<file path="src/rtl/tmrc_pkg.sv">
// Shared constants and types of the tile map rectangle collision unit.
`default_nettype none

package tmrc_pkg;

  localparam int unsigned TILE_W       = 8;   // tile number
  localparam int unsigned RECT_W       = 16;  // signed rectangle edge
  localparam int unsigned DIV_W        = 15;  // non-negative dividend / quotient
  localparam int unsigned PIX_W        = 16;  // internal tile bound width
  localparam int unsigned OUT_W        = 12;  // output bound field
  localparam int unsigned S_TDATA_W    = 88;
  localparam int unsigned M_TDATA_W    = 48;
  localparam logic [TILE_W-1:0] PASSABLE_RST = 8'd60;

  localparam logic MODE_WRITE = 1'b0;
  localparam logic MODE_QUERY = 1'b1;

  typedef enum logic [4:0] {
    ST_CLEAR = 5'b00001,
    ST_IDLE  = 5'b00010,
    ST_DIV   = 5'b00100,
    ST_SCAN  = 5'b01000,
    ST_DONE  = 5'b10000
  } state_e;

endpackage

`default_nettype wire

</file>
<file path="src/rtl/tmrc_div.sv">
// Divider of a non-negative value by a constant divisor, by reciprocal multiplication.
`default_nettype none

module tmrc_div #(
  parameter int unsigned DIVISOR = 32
) (
  input  wire logic                       clk_i,
  input  wire logic                       rst_ni,
  input  wire logic                       start_i,
  input  wire logic [tmrc_pkg::DIV_W-1:0] dividend_i,
  output logic                            busy_o,
  output logic [tmrc_pkg::DIV_W-1:0]      quot_o
);
  import tmrc_pkg::*;

  // q = (x * ceil(2^SH / d)) >> SH is exact for x < 2^DIV_W when SH = DIV_W + clog2(d)
  localparam int unsigned     SH    = DIV_W + $clog2(DIVISOR);
  localparam int unsigned     PW    = 2 * DIV_W + 2;
  localparam longint unsigned RECIP = ((longint'(1) << SH) + DIVISOR - 1) / DIVISOR;

  logic [DIV_W-1:0] dvd_q, dvd_d;
  logic [DIV_W-1:0] quot_q, quot_d;
  logic             busy_q, busy_d;
  logic [PW-1:0]    prod;

  // dividend registered on start, quotient registered from it in the following cycle
  always_comb begin
    prod   = PW'(dvd_q) * PW'(RECIP);
    dvd_d  = start_i ? dividend_i : dvd_q;
    busy_d = start_i;
    quot_d = DIV_W'(prod >> SH);
  end

  always_ff @(posedge clk_i or negedge rst_ni) begin
    if (!rst_ni) begin
      busy_q <= 1'b0;
    end else begin
      busy_q <= busy_d;
    end
  end

  always_ff @(posedge clk_i) begin
    dvd_q  <= dvd_d;
    quot_q <= quot_d;
  end

  assign busy_o = busy_q;
  assign quot_o = quot_q;

endmodule

`default_nettype wire

</file>
<file path="config.mk">
export PLATFORM = sky130hd
export DESIGN_NAME = tmrc_div
export DESIGN_NICKNAME = d
export VERILOG_FILES = /design/src/rtl/tmrc_pkg.sv /design/src/rtl/tmrc_div.sv
export SDC_FILE = /design/constraint.sdc
export NUM_CORES = 1
export LEC_CHECK = 0
export ABC_AREA = 1
export BUFFER_PORTS_ARGS = -buffer_cell sky130_fd_sc_hd__buf_2
export CORE_MARGIN = 8
export CORE_UTILIZATION = 35
export CTS_CLUSTER_DIAMETER = 60
export CTS_CLUSTER_SIZE = 28
export DETAILED_ROUTE_END_ITERATION = 10
export PLACE_DENSITY = 0.7
export SYNTH_ARGS = -nofsm -noshare
export SYNTH_HDL_FRONTEND = slang
export SYNTH_SLANG_ARGS = --single-unit
export TNS_END_PERCENT = 50
</file>
<file path="constraint.sdc">
create_clock -name clk_i -period 0.8 [get_ports clk_i]
set_input_delay 0.08 -clock clk_i [delete_from_list [all_inputs] [get_ports clk_i]]
set_output_delay 0.08 -clock clk_i [all_outputs]
set_load 0.02 [all_outputs]
</file>
-- Word level (Yosys, flattened, before mapping)
Cells that the tools add are included.
- bits in registers: 26
- output and inout port bits: 16
- word-level logic and storage cells: 3

-- Depth between registers and ports, before layout
Gate-level depths: netlist (run 1).
- word-level depth: 0
- mapped depth: 1

-- Worst setup path after synthesis (run 1)
No wires, ideal clock.
- kind: reg-to-output
- start point: reg busy_q (netlist: busy_o)
- end point: out busy_o
- data arrival time: 0.416 ns
- required time: 0.720 ns
- setup slack: 0.304 ns
- cell stages (with the launch flop): 1
- buffers on the path: 0
- cells stage by stage: dfrtp_1
- RTL lines (element ; line ; source):
    start: declaration ; tmrc_div.sv:23 ; logic busy_q, busy_d;
    start signal: assignment ; tmrc_div.sv:38 ; busy_q <= busy_d;
    end: declaration ; tmrc_div.sv:11 ; output logic busy_o,
No word-level cell between the ends.

-- Worst setup path in the final report (run 1)
- start point: reg busy_q (netlist: busy_o)
- end point: out busy_o
No word-level cell between the ends.

==> results of run 1 <==
## routing by layer
metal / global-route usage [%] / part of all wire [%] / vias up
li1: - / - / 154
met1: 3.723 / 28 / 143
met2: 10.46 / 54 / 17
met3: 3.196 / 8.9 / 6
met4: 10.65 / 9.1 / 0
met5: 0 / 0 / -
## flip-flops by register name, indices dropped and copies added (netlist names)
signal / count
dvd_q: 10
quot_o: 10
busy_o: 1
## cell type report
| cell class | count | area share [%] |
|---|---|---|
| repair buffers | 34 | 32.78 |
| multi-input cells | 5 | 2.092 |
| flip-flops and latches | 21 | 59.97 |
| clock buffers | 4 | 2.929 |
| well taps | 16 | 2.232 |
## synth_stat cells, drive strengths merged
cell type	number
dfrtp	1
dfxtp	10
conb	1
buf	5
edfxtp	10
## metrics by stage
| stage | total power, mW | hold slack [ns] | TNS [ns] |
|---|---|---|---|
| 3_3_place_gp | 1.404 | -0.1460 | 0 |
| 3_5_place_dp | 1.409 | -0.1442 | 0 |
| 4_1_cts | 1.988 | 0.01350 | -0.4033 |
| 5_1_grt | 2.055 | 0.01173 | -0.6844 |
| 2_1_floorplan | 1.348 | -0.2156 | 0 |
| 6_report | 1.972 | 0.02583 | -0.2865 |
## power breakdown
group          internal, mW  switching, mW
clock                 0.194          0.287
sequential             1.22         0.0251
combinational         0.132          0.114
## cells in the final DEF (no fill, tap or decap)
master	count
buf_2	12
buf_6	11
clkbuf_1	1
clkbuf_4	3
conb_1	5
dfrtp_1	1
dfxtp_2	10
dlygate4sd3_1	11
edfxtp_1	10
## worst paths after layout
check | to | slack [ns] | cells after the start
min in group asynchronous | busy_o$_DFF_PN0_ | 0.08 | 2
min | busy_o$_DFF_PN0_ | 0.03 | 1
max reg2reg | quot_o[8]$_DFF_P_ | 0.31 | 0
max in group asynchronous | busy_o$_DFF_PN0_ | 0.64 | 2
min reg2reg | quot_o[3]$_DFF_P_ | 0.35 | 0
max | busy_o | -0.09 | 1
## kinds of logic (layout without fill, tap and decap cells)
| family | Yosys count | count (layout) | synth area share [%] |
|---|---|---|---|
| DFF | 21 | 21 | 92.71 |
| buffers and inverters | 5 | 38 | 6.623 |
| other | 1 | 5 | 0.6616 |
## timing repair
action                                 CTS  global route
endpoints found under the hold margin   11             0
resized for setup                       32             0
hold buffers                            11             0
setup endpoints to repair               11            11
==> metrics.txt, run 1 <==
crit path from busy_o$_DFF_PN0_; Num Clock Sinks 21; delay-heaviest family, CP flip-flops; ant diodes 0; Detail Route Antenna Nets 0; sequential area share after synthesis 92.72%; DR WL/cell 12.43 um; crit path kind register to output pin; cells after synthesis 27; port bufs 23; final core occ 59.55%; Inst Count DP 65; failing checks negative setup slack; IO Count 34; RSZ-0062 raised after global routing true; via count 320; Worst Path Arrival 0.81 ns; drt drc 0; fin area 897.1 um^2; largest net degree at the start of global routing 12; Post-Layout Cell Count 80; H-tree depth 1; leading area contributor after synthesis edfxtp_1; Min-Delay Path Class input pin to register; CORE AREA 0.001506 mm^2; max-cap viol count 0; status finished with violations; crit path cell chain buf_6; initial core utilization 37.62%; Mean Syn Cell Area 20.99 um^2; VDD IR max 0.0009873 V; overall global routing resource usage 6.411%; layout cells sized above 1 56.25%; share of the clock period used by the worst path after layout 111.1%; Clock Skews 0.0005590 ns; Seq cells post-synth 21; Register Area 538.0 um^2; CTS Buf Count 3; Max FO, Critical Path 1; CP bufs+invs 1; Critical Path RT 0.72 ns; Yosys cell types 5; die area 0.003163 mm^2; Critical Path Source Type register; grt ovf 0; first-pass GRT wire length 1.428 mm; PD cells 2198 mW/mm^2; final critical-path required period 0.8888 ns; Area Overhead vs Synth 58.28%; Fillers 111; Pleak 0.3849 nW; clk slew on worst S/H paths 0.10 ns; antenna violations before repair 0; final setup vio count 11; crit end category output pin; CTS tree done; DR iter-0 viols 2; Final WS setup -0.08885 ns; Synthesis Warnings 0; top cell type's share of synthesized area 52.98%; Synth Cell Area 566.8 um^2; pre-CTS setup slack 0.1762 ns; clk buf depth 2; Detailed Routing Iterations Pass 1 2; f_max 1.125 GHz; Post-CTS Setup Inserts 0; vias per cell 4.000; row count 14; Final nets 83; worst r2r src dvd_q[13]$_DFFE_PP_; GP Congestion 0.6966; Die Ht 56.24 um; slowest stage delay, CP 0.39 ns; final hold vios 0; WL final 994 um; Worst-Skew Late Latency 0.29 ns; HP Start start_i; Synth area leaders edfxtp_1, dfxtp_1, buf_4; Critical-path top delay cell dfrtp_1; Root Driver clkbuf_4; vias in the first global route 300; die width 56.24 um; dpl cell area 679.4 um^2; area of the multi-input gates 18.77 um^2; Slew Limit Fails 0
(Power assumes the default switching activity.)
==> run 2, diff against run 1 <==
--- a/config.mk
+++ b/config.mk
@@ -13,6 +13,7 @@
 export CTS_CLUSTER_SIZE = 28
 export DETAILED_ROUTE_END_ITERATION = 10
 export PLACE_DENSITY = 0.7
+export SETUP_SLACK_MARGIN = 0.2
 export SYNTH_ARGS = -nofsm -noshare
 export SYNTH_HDL_FRONTEND = slang
 export SYNTH_SLANG_ARGS = --single-unit
==> run 2 against run 1 <==
The run ends with negative hold slack, negative setup slack left. Count of clock-buffer cells in the layout unchanged. Largest cell class unchanged. Cell count decreased by 13%. Die area unchanged. Flip-flop and latch count unchanged. Sequential power about the same. Combinational power decreased by 16%. Clock power decreased by 2%. Critical endpoint unchanged. Final area decreased by 11%. Highest routed layer unchanged. Worst setup slack improved by 0.0013 ns. Via count decreased by 13%. Clock skew increased by 0.00093 ns. Fmax increased by 0.14%.
==> metrics.txt, run 2 (synthesis gave the netlist of run 1 again) <==
status finished with violations; failing checks negative hold slack, negative setup slack; hold buffers post-CTS 1; die width 56.24 um; row count 14; PD cells 2414 mW/mm^2; Final nets 73; Worst Path Arrival 0.81 ns; WL final 857 um; Area Overhead vs Synth 40.62%; Detailed Routing Iterations Pass 1 2; clk buf depth 2; Min-Delay Path Class input pin to register; die area 0.003163 mm^2; layout cells sized above 1 66.67%; DR iter-0 viols 6; crit end category output pin; max-cap viol count 0; Pleak 0.3431 nW; initial core utilization 37.62%; CORE AREA 0.001506 mm^2; share of the clock period used by the worst path after layout 110.9%; Clock Skews 0.001486 ns; Root Driver clkbuf_4; final hold vios 10; final setup vio count 11; clk slew on worst S/H paths 0.10 ns; final critical-path required period 0.8876 ns; CTS Buf Count 3; port bufs 23; crit path kind register to output pin; Critical Path RT 0.72 ns; H-tree depth 1; first-pass GRT wire length 1.186 mm; commonest non-fill, non-tap cell in the layout buf_2; ant diodes 0; Post-CTS Setup Inserts 0; antenna violations before repair 0; CP bufs+invs 1; f_max 1.127 GHz; Num Clock Sinks 21; Detail Route Antenna Nets 0; via count 279; DR WL/cell 12.24 um; hold slack final -0.04208 ns; grt ovf 0; Register Area 538.0 um^2; vias per cell 3.986; delay-heaviest family, CP flip-flops; Worst-Skew Late Latency 0.29 ns; slowest stage delay, CP 0.39 ns; overall global routing resource usage 5.535%; commonest cells after routing, fill and taps aside buf_2, buf_6, edfxtp_1, dfxtp_2, conb_1; Fillers 123; Slew Limit Fails 0; fin area 797.0 um^2; area of the multi-input gates 18.77 um^2; RSZ-0062 raised after global routing true; dpl cell area 679.4 um^2; largest net degree at the start of global routing 12; VDD IR max 0.0009775 V; Die Ht 56.24 um; Final WS setup -0.08758 ns; GP Congestion 0.6966; CTS tree done; Critical-path top delay cell dfrtp_1; IO Count 34; crit path cell chain buf_6; vias in the first global route 259; Critical Path Source Type register; pre-CTS setup slack 0.1762 ns; drt drc 0; Max FO, Critical Path 1
==> run 2: cell count changes in the layout (fill, tap and decap cells not counted) <==
cell	before	now
dlygate4sd3_1	11	1
==> run 2: stage by stage <==
stage	power [mW]	TNS, ns	std cells	hold WS, ns	util [%]
after floorplan	1.348	0	31	-0.2156	-
after CTS	1.949	-0.4033	70	-0.05631	52.91
after global routing	2.015	-0.6846	70	-0.07133	52.91
after detailed placement	1.409	0	65	-0.1442	45.10
final	1.924	-0.2459	70	-0.04208	52.91
after global placement	1.404	0	65	-0.1460	45.10
==> run 2: final timing paths <==
| check | startpoint | to | slack (ns) | cells after the start |
|---|---|---|---|---|
| min in group asynchronous | rst_ni | busy_o$_DFF_PN0_ | 0.08 | 2 |
| hold reg to reg | dvd_q[14]$_DFFE_PP_ | quot_o[9]$_DFF_P_ | 0.35 | 0 |
| setup / recovery | busy_o$_DFF_PN0_ | busy_o | -0.09 | 1 |
| setup reg to reg | dvd_q[13]$_DFFE_PP_ | quot_o[8]$_DFF_P_ | 0.30 | 0 |
| max in group asynchronous | rst_ni | busy_o$_DFF_PN0_ | 0.64 | 2 |
| hold / removal | dividend_i[12] | dvd_q[12]$_DFFE_PP_ | -0.04 | 1 |
==> run 2: area by class of cell <==
cell class,count,area share (%)
Sequential cell,21,67.50
Timing Repair Buffer,24,24.33
Clock buffer,4,3.297
Tap cell,16,2.512
Multi-Input combinational cell,5,2.355
==> run 2: where the power goes <==
part | internal [mW] | leakage (nW) | total (mW) | switching (mW)
clock | 0.194 | 0.0150 | 0.472 | 0.278
combinational | 0.101 | 0.134 | 0.207 | 0.107
sequential | 1.22 | 0.194 | 1.25 | 0.0251
total | 1.51 | 0.343 | 1.92 | 0.410
==> run 2: layer usage <==
layer | track usage (%) | up-vias | wire (um)
li1 | - | 134 | -
met1 | 2.660 | 124 | 218
met2 | 8.875 | 15 | 473
met3 | 2.968 | 6 | 76
met4 | 10.65 | 0 | 89
met5 | 0 | - | 0
==> run 2: what timing repair did <==
| item | CTS | global route |
|---|---|---|
| resized for setup | 32 | 0 |
| hold endpoints to repair | 11 | 10 |
| endpoints found under the setup margin | 11 | 11 |
